File: config.mk
export PLATFORM = sky130hd
export DESIGN_NAME = l2so_dot
export DESIGN_NICKNAME = d
export VERILOG_FILES = /design/src/l2so_pkg.sv /design/src/l2so_dot.sv
export SDC_FILE = /design/constraint.sdc
export NUM_CORES = 2
export LEC_CHECK = 0
export BUFFER_PORTS_ARGS = -buffer_cell sky130_fd_sc_hd__buf_2
export CAP_MARGIN = 0
export CORE_MARGIN = 2
export CORE_UTILIZATION = 54
export DETAILED_ROUTE_END_ITERATION = 6
export PLACE_DENSITY = 0.72
export SETUP_SLACK_MARGIN = 0.3
export SLEW_MARGIN = 10
export SYNTH_ARGS = -nofsm -noshare
export SYNTH_HDL_FRONTEND = slang
export SYNTH_SLANG_ARGS = --single-unit
File: constraint.sdc
create_clock -name clk -period 4.71 [get_ports clk]
set_input_delay 0.471 -clock clk [delete_from_list [all_inputs] [get_ports clk]]
set_output_delay 0.471 -clock clk [all_outputs]
set_load 0.02 [all_outputs]
File: src/l2so_pkg.sv
// ----------------------------------------------------------------------------
// l2so_pkg: shared types and constants
// Register map and field widths for the linear to strided offset block.
// ----------------------------------------------------------------------------
package l2so_pkg;

    localparam int unsigned CountW  = 16;
    localparam int unsigned StepW   = 32;
    localparam int unsigned LinW    = 32;
    localparam int unsigned CmpW    = 2;
    localparam int unsigned OffsetW = 35;
    localparam int unsigned AddrW   = 5;
    localparam int unsigned DataW   = 32;

    // Register indexes (byte address divided by four)
    typedef enum logic [2:0] {
        REG_COLUMN_COUNT   = 3'd0,
        REG_ROW_COUNT      = 3'd1,
        REG_FRAME_COUNT    = 3'd2,
        REG_COMPONENT_STEP = 3'd3,
        REG_COLUMN_STEP    = 3'd4,
        REG_ROW_STEP       = 3'd5,
        REG_FRAME_STEP     = 3'd6,
        REG_SEQUENCE_STEP  = 3'd7
    } reg_index_t;

    // Pipeline control, shared by every stage
    typedef struct packed {
        logic en;
    } pipe_ctrl_t;

endpackage

File: src/l2so_dot.sv
// ----------------------------------------------------------------------------
// l2so_dot: strided dot product and output register
// Multiplies each index by its step, then sums modulo 2^32 and scales by
// the element size into the result register.
// ----------------------------------------------------------------------------
module l2so_dot
    import l2so_pkg::*;
#(
    parameter int unsigned ELEM_BYTES = 4
) (
    input  logic                clk,
    input  logic                rst_n,
    input  pipe_ctrl_t          ctrl,
    input  logic [StepW-1:0]    component_step,
    input  logic [StepW-1:0]    column_step,
    input  logic [StepW-1:0]    row_step,
    input  logic [StepW-1:0]    frame_step,
    input  logic [StepW-1:0]    sequence_step,
    input  logic                valid_in,
    input  logic [CmpW-1:0]     cmp_in,
    input  logic [CountW-1:0]   col_in,
    input  logic [CountW-1:0]   row_in,
    input  logic [CountW-1:0]   frm_in,
    input  logic [LinW-1:0]     seq_in,
    output logic                valid_out,
    output logic [CmpW-1:0]     cmp_out,
    output logic [CountW-1:0]   col_out,
    output logic [CountW-1:0]   row_out,
    output logic [CountW-1:0]   frm_out,
    output logic [LinW-1:0]     seq_out,
    output logic [OffsetW-1:0]  offset_out
);

    logic                mul_valid_reg;
    logic [StepW-1:0]    prod_reg [5];
    logic [CmpW-1:0]     mcmp_reg;
    logic [CountW-1:0]   mcol_reg;
    logic [CountW-1:0]   mrow_reg;
    logic [CountW-1:0]   mfrm_reg;
    logic [LinW-1:0]     mseq_reg;
    logic [StepW-1:0]    sum;
    logic [OffsetW-1:0]  offset_next;
    logic                out_valid_reg;
    logic [CmpW-1:0]     cmp_reg;
    logic [CountW-1:0]   col_reg;
    logic [CountW-1:0]   row_reg;
    logic [CountW-1:0]   frm_reg;
    logic [LinW-1:0]     seq_reg;
    logic [OffsetW-1:0]  offset_reg;

    // Sum products and scale by element size
    always_comb
    begin
        sum = prod_reg[0] + prod_reg[1] + prod_reg[2] + prod_reg[3] + prod_reg[4];
        offset_next = OffsetW'(sum) * OffsetW'(ELEM_BYTES);
    end

    // Hold valid bits
    always_ff @(posedge clk or negedge rst_n)
    begin
        if (!rst_n)
        begin
            mul_valid_reg <= 1'b0;
            out_valid_reg <= 1'b0;
        end
        else if (ctrl.en)
        begin
            mul_valid_reg <= valid_in;
            out_valid_reg <= mul_valid_reg;
        end
    end

    // Advance products and result
    always_ff @(posedge clk)
    begin
        if (ctrl.en)
        begin
            prod_reg[0] <= StepW'(cmp_in) * component_step;
            prod_reg[1] <= StepW'(col_in) * column_step;
            prod_reg[2] <= StepW'(row_in) * row_step;
            prod_reg[3] <= StepW'(frm_in) * frame_step;
            prod_reg[4] <= seq_in * sequence_step;
            mcmp_reg    <= cmp_in;
            mcol_reg    <= col_in;
            mrow_reg    <= row_in;
            mfrm_reg    <= frm_in;
            mseq_reg    <= seq_in;
            cmp_reg     <= mcmp_reg;
            col_reg     <= mcol_reg;
            row_reg     <= mrow_reg;
            frm_reg     <= mfrm_reg;
            seq_reg     <= mseq_reg;
            offset_reg  <= offset_next;
        end
    end

    assign valid_out  = out_valid_reg;
    assign cmp_out    = cmp_reg;
    assign col_out    = col_reg;
    assign row_out    = row_reg;
    assign frm_out    = frm_reg;
    assign seq_out    = seq_reg;
    assign offset_out = offset_reg;

endmodule

Yosys cells after proc, flatten, opt, wreduce, memory -nomap -nowiden --
Memories as Yosys holds them, arrays and structs flattened. Index checks and enable logic that the tools add are counted.
Cells by class: add/sub/neg operators 4, multipliers 5, muxes and demuxes 2
Operators with widths (number):
- $add 32x32->32 | 4
- $mul 16x32->32 | 3
- $mul 2x32->32 | 1
- $mul 32x32->32 | 1
- $mux 1 | 2
Storage, ports and cells: word-level logic and storage cells 25, memories 1, output and inout port bits 118, bits in writable memories 160, bits in registers 198, input bits 246
Memory list:
- prod_reg | depth 5, bits a word 32, read ports 5, clocked after memory_dff 0, wr ports 5, RTL line l2so_dot.sv:35 | logic [StepW-1:0] prod_reg [5];

Depth between registers and ports, before layout --
An unclocked memory read counts as a cell.
depth in word-level cells 5, depth in mapped cells 27, depth with buffers taken out 25

Worst setup path before layout --
No wires, ideal clock.
path kind input -> register, start point in seq_in[13], end point mem prod_reg[4][31] (netlist: prod_reg[0][159]) (data pin), path buffers 2, data arrival time 6.655 ns, stages on the path 23, setup slack -2.205 ns, library setup time 0.260 ns, cell sequence clkbuf_1 -> clkbuf_1 -> nand2_1 -> fa_1 -> fa_1 -> fa_1 -> inv_1 -> fa_1 -> inv_1 -> fa_1 -> inv_1 -> fa_1 -> fa_1 -> fa_1 -> ha_1 -> a21o_1 -> a21oi_1 -> nand3b_1 -> nor3_1 -> nor2_1 -> a211o_1 -> o31a_1 -> xnor2_1
RTL lines:
- start, declared | RTL line l2so_dot.sv:24 | input logic [LinW-1:0] seq_in,
- end, declared | RTL line l2so_dot.sv:35

==> metrics.txt <==
Iter 0 DRT Violations 3179; IO Pins 364; Worst setup EP type flip-flop; max frequency 162 MHz; GR met1 Demand/Resource 41.0%; Setup-failing EPs final 82; num rows 127; Worst slew margin 27.6%; post-placement cell count 9121; DR WL/cell 19.0 um; area of the multi-input gates 0.0516 mm2; Area growth syn-to-layout 26.1%; CP required 5120 ps; CP top delay family adder cells; leading area contributor after synthesis fa_1; violated checks setup timing; root buffer cell clkbuf_16; first-pass GRT wire length 286 mm; commonest cells in the netlist fa_1 (1413), inv_1 (1344), nand2_1 (1071); Worst Path Arrival 6600 ps; Tmin final 6190 ps; clk buf depth 3; total gr overflow 0; setup_tns -55880 ps; height of the die 352 um; Total Routing Usage GR 29.4%; crit-path most repeated cell fa_1; drt first pass iters 5; met2 Track Usage GR 46.7%; Non-Filler Instances 9367; share of cells above drive strength 1 26.5%; routing usage on met3 6.01%; nets 9747; most common cell in the netlist fa_1; post-synthesis sequential area ratio 16.4%; WL final 178 mm; Synth async-reset ratio 0.559%; skew final 39.3 ps; Yosys Warn Count 0; CTS tree built; number of port buffers 360; EDFF count, synth 356; Slew @ Worst Pin 1090 ps; max cap viols 0; synthesized area per cell 9.96 um2; synthesized instance count 6574; Synth Cell Area 0.0654 mm2; Clock Pin Slew Worst Setup and Hold Paths 60 ps; Buf+Inv Stages, Crit Path 4; status finished, violations left; Unique masters post-synth 79; top-area cell type share of the netlist area 43.2%; Final ANT Viol Nets 0; crit-path max FO 7; Sequential Area 0.0107 mm2; vias per std cell 5.22; RSZ-0062 raised after global routing yes; Initial Utilization 54.5%; total core area 0.120 mm2; Die ar. 0.124 mm2; critical setup path kind in -> reg; Synth area leaders fa_1 (43%), edfxtp_1 (16%), inv_1 (7.7%), ha_1 (7.3%), and2_1 (7.1%); CTS buffer count 45; pin count of the biggest net entering global routing 116; placer congestion estimate 0.940; Max stage delay on crit path 560 ps; Final Cycle Share 131%; Startpoint Class primary input; fillcell total 8920; Tightest Hold Check Type in -> reg; final worst slack -1480 ps; Final Max Slew Viols 0; vias in the first global route 53.1k; final hold violations 0; Post-route DRC 0; hpwl dp 147 mm; count of state elements after synthesis 358; critical-path cell list buf_12, buf_6, and2_4, fa_1, fa_1, fa_1, inv_1, fa_1, inv_2, fa_1, fa_1, fa_1, fa_1, ha_4, a21o_1, a21o_1, a21oi_2, o311ai_2, a311oi_2, nor2_2, o41ai_2, xnor2_1; CTS sink count 358; htree depth 2; Worst-Skew Late Latency 670 ps; number of flip-flops in the largest register 160; Worst path slowest cell fa_1; global route hottest layer met2; antenna violations before repair 31; DR vias 48.9k; Die X 352 um; ys flop type edfxtp_1
area by class of cell:
type	count	share of cell area [%]
clock buffer	53	1.40
sequential	358	13.0
timing repair buffer	1367	13.9
tap	1612	2.44
inverter	1344	6.11
multi-input combinational	4592	62.5
antenna	10	0.0303
clock inverter	31	0.560
per-layer routing:
layer	up-vias	part of all wire, %
li1	21900	-
met4	18	3.2
met3	304	7.7
met2	1536	47
met1	25100	42
met5	-	0.065
through the flow:
step	setup slack [ps]	utilization, %	cell area (um2)	hold WS [ps]
floorplan	-1960	-	67500	175
global placement	-2360	63.4	76200	255
detailed placement	-2420	63.4	76200	257
CTS	-1500	67.2	80700	26.4
global route	-1640	68.7	82500	36.2
finish	-1480	68.7	82500	63.5
placed cells by master, fill, tap and decap left out, types with 20 or more instances in the layout:
cell / netlist / final
nor3_1: 32 / 22
a21oi_2: 5 / 45
ha_1: 380 / 308
o21a_1: 23 / 21
buf_6: 0 / 156
o21ai_0: 60 / 36
edfxtp_1: 356 / 356
buf_12: 0 / 70
fa_1: 1413 / 1355
nor2b_1: 25 / 20
nor2_1: 92 / 75
buf_8: 0 / 21
o21bai_1: 26 / 20
clkbuf_16: 0 / 49
nand2_1: 1071 / 982
ha_4: 0 / 62
and2_4: 0 / 61
buf_2: 0 / 252
nand2b_1: 29 / 27
inv_1: 1344 / 1259
a21o_1: 63 / 63
xnor2_2: 0 / 31
fa_2: 0 / 58
and2_1: 744 / 683
nand2_4: 0 / 22
a21oi_1: 124 / 71
xnor2_1: 241 / 207
nand2_2: 0 / 67
buf_4: 3 / 848
xor2_1: 60 / 53
inv_2: 0 / 85
logic make-up (layout without fill, tap and decap cells):
logic type / after synthesis / after routing / share of synthesized area (%)
flops: 358 / 358 / 16.4
mux: 3 / 3 / 0.0497
xor+xnor: 301 / 301 / 4.03
other cells: 1 / 13 / 0.00573
simple gates: 2084 / 2084 / 15.4
compound gates: 408 / 408 / 4.24
fa+ha+maj: 1793 / 1793 / 50.5
buf+inv: 1626 / 2795 / 9.34
worst paths after layout:
kind	slack, ps	cells past startpoint	end	startpoint
max	-1480	22	prod_reg[0][158]	sequence_step[5]
min	60	2	mul_valid_reg	valid_in
max reg2reg	60	19	offset_out[33]	prod_reg[0][65]
min reg2reg	400	0	seq_out[18]	mseq_reg[18]
max in group asynchronous	4490	2	valid_out	rst_n
min in group asynchronous	130	2	mul_valid_reg	rst_n
timing repair:
item	in CTS	in global routing
pin swaps	295	207
resized for setup	555	331
endpoints found under the hold margin	2	0
endpoints found under the setup margin	104	109
buffers inserted	88	52
gates cloned	7	4
hold buffers	1	0
Power is left out: the tool's default activity adds up to more than one toggle a clock period on the data nets, which glitch-free logic cannot reach.
