===== config.mk =====
export PLATFORM = sky130hd
export DESIGN_NAME = l2so_divider
export DESIGN_NICKNAME = d
export VERILOG_FILES = /design/src/l2so_pkg.sv /design/src/l2so_div_cell.sv /design/src/l2so_divider.sv
export SDC_FILE = /design/constraint.sdc
export NUM_CORES = 2
export LEC_CHECK = 0
export ABC_AREA = 1
export BUFFER_PORTS_ARGS = -buffer_cell sky130_fd_sc_hd__buf_4
export CORE_ASPECT_RATIO = 0.9
export CORE_MARGIN = 4
export CORE_UTILIZATION = 65
export DETAILED_ROUTE_END_ITERATION = 12
export PLACE_DENSITY = 0.9
export SYNTH_ARGS = -nofsm -noshare
export SYNTH_HDL_FRONTEND = slang
export SYNTH_SLANG_ARGS = --single-unit

===== constraint.sdc =====
create_clock -name clk -period 4.2 [get_ports clk]
set_clock_uncertainty 0.2 [all_clocks]
set_input_delay 0.21 -clock clk [delete_from_list [all_inputs] [get_ports clk]]
set_output_delay 0.21 -clock clk [all_outputs]
set_load 0.005 [all_outputs]

===== src/l2so_pkg.sv =====
// ----------------------------------------------------------------------------
// l2so_pkg: shared types and constants
// Register map and field widths for the linear to strided offset block.
// ----------------------------------------------------------------------------
package l2so_pkg;

    localparam int unsigned CountW  = 16;
    localparam int unsigned StepW   = 32;
    localparam int unsigned LinW    = 32;
    localparam int unsigned CmpW    = 2;
    localparam int unsigned OffsetW = 35;
    localparam int unsigned AddrW   = 5;
    localparam int unsigned DataW   = 32;

    // Register indexes (byte address divided by four)
    typedef enum logic [2:0] {
        REG_COLUMN_COUNT   = 3'd0,
        REG_ROW_COUNT      = 3'd1,
        REG_FRAME_COUNT    = 3'd2,
        REG_COMPONENT_STEP = 3'd3,
        REG_COLUMN_STEP    = 3'd4,
        REG_ROW_STEP       = 3'd5,
        REG_FRAME_STEP     = 3'd6,
        REG_SEQUENCE_STEP  = 3'd7
    } reg_index_t;

    // Pipeline control, shared by every stage
    typedef struct packed {
        logic en;
    } pipe_ctrl_t;

endpackage


===== src/l2so_div_cell.sv =====
// ----------------------------------------------------------------------------
// l2so_div_cell: one restoring division step
// Brings one dividend bit into the partial remainder, subtracts the divisor
// when it fits and shifts the quotient bit into the word.
// ----------------------------------------------------------------------------
module l2so_div_cell
    import l2so_pkg::*;
#(
    parameter int unsigned SIDE_W = 1
) (
    input  logic                clk,
    input  logic                rst_n,
    input  pipe_ctrl_t          ctrl,
    input  logic [CountW-1:0]   divisor,
    input  logic                valid_in,
    input  logic [CountW-1:0]   rem_in,
    input  logic [LinW-1:0]     word_in,
    input  logic [SIDE_W-1:0]   side_in,
    output logic                valid_out,
    output logic [CountW-1:0]   rem_out,
    output logic [LinW-1:0]     word_out,
    output logic [SIDE_W-1:0]   side_out
);

    logic [CountW:0]   trial;
    logic [CountW:0]   diff;
    logic              fits;
    logic              valid_reg;
    logic [CountW-1:0] rem_reg;
    logic [CountW-1:0] rem_next;
    logic [LinW-1:0]   word_reg;
    logic [LinW-1:0]   word_next;
    logic [SIDE_W-1:0] side_reg;

    // Trial subtract
    always_comb
    begin
        trial     = {rem_in, word_in[LinW-1]};
        diff      = trial - {1'b0, divisor};
        fits      = (trial >= {1'b0, divisor});
        rem_next  = fits ? diff[CountW-1:0] : trial[CountW-1:0];
        word_next = {word_in[LinW-2:0], fits};
    end

    // Hold valid
    always_ff @(posedge clk or negedge rst_n)
    begin
        if (!rst_n)
        begin
            valid_reg <= 1'b0;
        end
        else if (ctrl.en)
        begin
            valid_reg <= valid_in;
        end
    end

    // Advance payload
    always_ff @(posedge clk)
    begin
        if (ctrl.en)
        begin
            rem_reg  <= rem_next;
            word_reg <= word_next;
            side_reg <= side_in;
        end
    end

    assign valid_out = valid_reg;
    assign rem_out   = rem_reg;
    assign word_out  = word_reg;
    assign side_out  = side_reg;

endmodule


===== src/l2so_divider.sv =====
// ----------------------------------------------------------------------------
// l2so_divider: bit-serial pipelined divider
// A chain of one cell per dividend bit; a request enters every cycle while ctrl.en is high.
// ----------------------------------------------------------------------------
module l2so_divider
    import l2so_pkg::*;
#(
    parameter int unsigned SIDE_W = 1
) (
    input  logic                clk,
    input  logic                rst_n,
    input  pipe_ctrl_t          ctrl,
    input  logic [CountW-1:0]   divisor,
    input  logic                valid_in,
    input  logic [LinW-1:0]     dividend,
    input  logic [SIDE_W-1:0]   side_in,
    output logic                valid_out,
    output logic [LinW-1:0]     quotient,
    output logic [CountW-1:0]   remainder,
    output logic [SIDE_W-1:0]   side_out
);

    logic              v   [LinW+1];
    logic [CountW-1:0] r   [LinW+1];
    logic [LinW-1:0]   w   [LinW+1];
    logic [SIDE_W-1:0] s   [LinW+1];

    assign v[0] = valid_in;
    assign r[0] = '0;
    assign w[0] = dividend;
    assign s[0] = side_in;

    // One cell per quotient bit
    for (genvar i = 0; i < LinW; i++)
    begin : g_cell
        l2so_div_cell #(.SIDE_W(SIDE_W)) u_cell (
            .clk       (clk),
            .rst_n     (rst_n),
            .ctrl      (ctrl),
            .divisor   (divisor),
            .valid_in  (v[i]),
            .rem_in    (r[i]),
            .word_in   (w[i]),
            .side_in   (s[i]),
            .valid_out (v[i+1]),
            .rem_out   (r[i+1]),
            .word_out  (w[i+1]),
            .side_out  (s[i+1])
        );
    end

    assign valid_out = v[LinW];
    assign quotient  = w[LinW];
    assign remainder = r[LinW];
    assign side_out  = s[LinW];

endmodule


---- After elaboration in Yosys (flattened, before gate mapping) ----
Index checks and enable logic that the tools add are counted.
storage, ports and cells
  bits in read-only memories .............. 0
  bits in registers ....................... 1600
  memories kept ........................... 0
  logic and storage cells ................. 225
  bits of input ports ..................... 53
  output and inout bits ................... 50
  RAM bits ................................ 0
  latch bits .............................. 0
operators by class
  magnitude comparators ................... 32
  add/sub/neg operators ................... 32
  reduce and logical (&&, ||, !) cells .... 0
  bitwise operators ....................... 0
  multiplexer cells ....................... 32
  div/mod/pow operators ................... 0
  shift-type cells ........................ 0
  multipliers ............................. 0
  equality and inequality tests ........... 0
operators with widths
  operator                                      number
  greater-or-equal comparator 17 x 16 -> 1 bit  31
  two-way mux 16 bit                            31
  subtractor 16 bit                             31
  greater-or-equal comparator 1 x 16 -> 1 bit   1
  subtractor 1 x 16 -> 16 bit                   1
  two-way mux 1 bit                             1

---- Logic depth before layout (Yosys ltp) ----
  depth in word-level cells ............... 2
  gate-level depth with buffers ........... 15
  depth with buffers taken out ............ 13

---- By module ----
Synthesis repeated with hierarchy kept, for this count alone.
unflattened totals
  cells, all modules ...................... 10268
  area, all modules ....................... 92363.6 um^2
by module, submodules not included
  module                                 times used  cells an instance  sequential area each (um^2)  area an instance (um^2)
  l2so_div_cell (g_cell[14].u_cell ...)  22          320                1496.4                       2862.7
  l2so_div_cell (g_cell[0].u_cell ...)   9           323                1496.4                       2950.3
  l2so_div_cell (g_cell[22].u_cell)      1           320                1496.4                       2826.5
  l2so_divider                           1           1                  0.0                          3.8

---- Worst setup path after synthesis ----
No wires, ideal clock.
  path kind ............................... input-to-reg
  start point ............................. input port divisor[8]
  end point ............................... register g_cell[13].u_cell.rem_reg[14] (data pin)
  data required time ...................... 3747 ps
  setup time .............................. 253 ps
  cell stages on the path ................. 12
  setup slack ............................. 1363 ps
  buffers on the path ..................... 1
  arrival ................................. 2384 ps
  path through ............................ clkinv_1 ha_1 nand2_1 nor2_1 nand3_1 nand3_1 nand2_1 nand2_1 inv_1 buf_4 nand2_1 nand2_1
on the way
  word-level cells in the longest chain between the ends .. 2
  elaborated cells between the ends (all ways) .. 3
  those cells by class .................... add/sub (1); order compare (1); mux (1)
RTL lines
  item                                                                                      line                                      RTL
  from (decl)                                                                               l2so_divider.sv:13                        input logic [CountW-1:0] divisor,
  subtractor 16 bit / greater-or-equal comparator 17 x 16 -> 1 bit (equally long branches)  l2so_div_cell.sv:39, l2so_div_cell.sv:40
  two-way mux 16 bit *                                                                      l2so_div_cell.sv:41                       rem_next = fits ? diff[CountW-1:0] : trial[CountW-1:0];
  via g_cell[13].u_cell.rem_next[14]                                                        l2so_div_cell.sv:30                       logic [CountW-1:0] rem_next;
  to (signal assigned)                                                                      l2so_div_cell.sv:63                       rem_reg <= rem_next;
  to (decl)                                                                                 l2so_div_cell.sv:29                       logic [CountW-1:0] rem_reg;
Mark *: on every way through the listed nets, which the timed path passes. The rest lies on a longest branch.
A chain may end at the register's enable or synchronous reset.

---- Worst setup path in the final report ----
  start point ............................. input port divisor[1]
  end point ............................... register g_cell[0].u_cell.rem_reg[2] (data pin)
on the way
  word-level cells in the longest chain between the ends .. 1
  elaborated cells between the ends (all ways) .. 2
  those cells by class .................... add/sub (1); order compare (1)
RTL lines
  item                                                                                               line
  subtractor 1 x 16 -> 16 bit / greater-or-equal comparator 1 x 16 -> 1 bit (equally long branches)  l2so_div_cell.sv:39, l2so_div_cell.sv:40
  to (signal assigned)                                                                               l2so_div_cell.sv:63
  to (decl)                                                                                          l2so_div_cell.sv:29
Several ways; a longest one is shown, not always the timed one.

==> results.toml <==
[critical_path]
slowest_delay_ns = 0.84
crit_chain = "dlygate4sd3_1 > buf_4 > inv_2 > buf_4 > ha_1 > nand2_1 > nand2_1 > nand3_2 > dlygate4sd3_1 > a21oi_1 > dlygate4sd3_1"
cpLargestDelayFamily = "buffers and inverters"
start_kind = "input pin"
regToRegSetupSlack_ns = 1.46
cp-end-kind = "flip-flop"
critical_path_class = "in -> reg"
crit_slowest_cell = "dlygate4sd3_1"
cp_num_buf_inv = 6
cp_common_cell = "dlygate4sd3_1"
cp.depth = 11
worstPathArrival_ns = 4.06
required_ns = 4.66
ff2ff_path_depth = 10
crit_fanout = 15

[timing]
whs_ns = 0.07100
worstMarginPinSlew_ns = 1.086
report.final.setup_viol = 0
setup_slack_ns = 0.6020
slew_headroom_pct = 27.63
rsz0062_at_grt = "no"
tns_ns = 0
finalCriticalPeriod_ns = 3.598
drv_slew = 0
finalHoldViolations = 0
fin_crit_sh_pct = 85.67
fmax_mhz = 277.9

[min_path]
worstHoldPathCells = 4
min-delay-path-class = "in -> reg"

[synthesis]
synth_async_sr_flop_share_pct = 2.000
syn_inst = 9847
synth_cell_types = 45
synth_flop_cell = "edfxtp_1"
synth_area_um2 = 88390
syn_nets = 10430
ys_ff_latch = 1600
yosysWarnings = 0
avgSynthCellArea_um2 = 8.976
yosysSeqAreaShare_pct = 54.18
synth_edf_count = 1568

[detailed_routing]
wirelength_um = 223100
drtIter0Drc = 7552
drtPass1Iterations = 9
vias_per_cell = 5.586
drc = 0
vias = 67750
ant_nets = 0
wl_per_cell_um = 18.40

[die]
fp.dieH_um = 357.8
rows = 128
die_area_um2 = 142000
chipWidth_um = 396.7
core_area_um2 = 135200
initial_core_util_pct = 65.39
num_io_pins = 103

[finish]
fin_nets = 10760
area_delta_synth_final_pct = 10.81
n_antenna_cell = 0
utilization_pct = 72.45
final_cell_mix = "nand2_1, edfxtp_1, inv_1"
layout_commonest_cell = "nand2_1"
layout-drive-gt1-share_pct = 6.462

[clock_network]
cts_buffer_depth = 3
clock-sinks = 1600
cts_buffers = 161
clkTransAtPathRegs_ns = 0.07
root_buffer = "clkbuf_16"
cts_tree = "built"
htreeDepth = 4
clock_latency_ns = 0.81

[global_route]
grt_antenna_before_repair = 3
grt_max_degree = 160
grtUsageTotal_pct = 31.22
grt_pass1_vias = 65110
grt_pass1_wl_um = 348800
gr-total-overflow = 0

[power_and_ir_drop]
pwr-share-seq_pct = 35.1
p_comb_share_pct = 43.8
p_leak_nw = 47.19
p_sw_share_pct = 41.39
clkPwrFrac_pct = 21.1
ir_worst_vdd_mv = 0.4825
pwr_density_cell_nw_per_um2 = 721.1
intPower_mw = 41.39
p_sw_mw = 29.23

[placement]
place_ws_ns = 0.6948
place_hpwl_um = 150000
gp_congestion = 0.9436
io_buffers = 102

[status]
status = "completed"

[flow_run]
drv_cap = 0
[metrics by stage]
stage               power, mW  instances  area (um2)
global placement        53.67      11750       91630
finish                  70.62      12130       97940
global route            75.57      12130       97940
CTS                     70.10      12130       97940
floorplan               46.73       9847       88390
detailed placement      54.65      11750       91630
[metal layers]
layer  global-route usage (%)  vias to the layer above  routed length [um]  part of all wire (%)
met5                        0                        -                   0                     0
met4                    13.86                        0               11190                   5.0
met3                    5.118                      781               19080                   8.6
met2                    51.15                     3275              103500                    46
met1                    41.47                    31040               89270                    40
li1                         -                    32650                   -                     -
[power groups by stage]
stage	clock, mW	sequential (mW)	combinational (mW)
2_1_floorplan	0	23.7	23.0
3_3_place_gp	0	25.0	28.7
3_5_place_dp	0	25.0	29.6
4_1_cts	15.1	24.7	30.2
5_1_grt	15.9	25.0	34.7
6_report	14.9	24.8	30.9
[path summary, 6_finish.rpt]
| path | startpoint | to |
|---|---|---|
| worst max-delay path | divisor[1] | g_cell[0].u_cell.rem_out[2] |
| worst min-delay path | valid_in | g_cell[0].u_cell.valid_out |
| worst max register to register | g_cell[5].u_cell.rem_out[11] | g_cell[6].u_cell.rem_out[8] |
| worst min register to register | g_cell[7].u_cell.word_out[29] | g_cell[8].u_cell.word_out[30] |
| max in group asynchronous | rst_n | g_cell[22].u_cell.valid_out |
| min in group asynchronous | rst_n | g_cell[11].u_cell.valid_out |
[sequential cells by signal, summed over array words and instances (netlist names)]
name and flops:
g_cell.u_cell.rem_out 512, g_cell.u_cell.valid_out 32, g_cell.u_cell.side_out 32, g_cell.u_cell.word_out 1024
[timing repair]
item                      in CTS  in global routing
gates resized for setup        0                  0
hold endpoints to repair     184                  0
setup buffers                  0                  0
hold buffers                  83                  0
[kinds of logic (layout without fill, tap and decap cells)]
family | after synthesis | after routing | synth area share (%)
simple gates | 5507 | 5507 | 26.43
buf+inv | 1643 | 2103 | 7.497
flops | 1600 | 1600 | 54.18
fa+ha+maj | 529 | 529 | 7.752
compound gates | 373 | 373 | 2.215
xor+xnor | 195 | 195 | 1.932
[synthesized netlist by cell type (all sizes together), types with 31 or more instances]
| cell | count | share of area [%] |
|---|---|---|
| nor2 | 489 | 2.3 |
| nand4 | 116 | 0.82 |
| nor3 | 98 | 0.57 |
| nand3b | 78 | 0.66 |
| buf | 103 | 0.94 |
| nand2 | 3841 | 17 |
| a21oi | 298 | 1.7 |
| nand3 | 808 | 4.7 |
| inv | 1524 | 6.5 |
| xor2 | 132 | 1.3 |
| dfrtp | 32 | 0.91 |
| or2 | 37 | 0.26 |
| fa | 31 | 0.70 |
| ha | 498 | 7.0 |
| edfxtp | 1568 | 53 |
| o21ai | 40 | 0.23 |
| xnor2 | 63 | 0.62 |
[cell type report]
| cell class | count | area [um2] |
|---|---|---|
| sequential | 1600 | 47890 |
| fill | 9686 | 37230 |
| timing repair buffer | 282 | 2705 |
| clock inverter | 101 | 1179 |
| inverter | 1526 | 5728 |
| tap | 1820 | 2277 |
| clock buffer | 194 | 4288 |
| multi-input combinational | 6604 | 33870 |
[worst min-delay path, cell delays in order]
cell and delay (ns):
dlygate4sd3_1 0.55, buf_4 0.11, nand2_1 0.04, o21ai_0 0.11
Power figures use the tool's default switching activity.
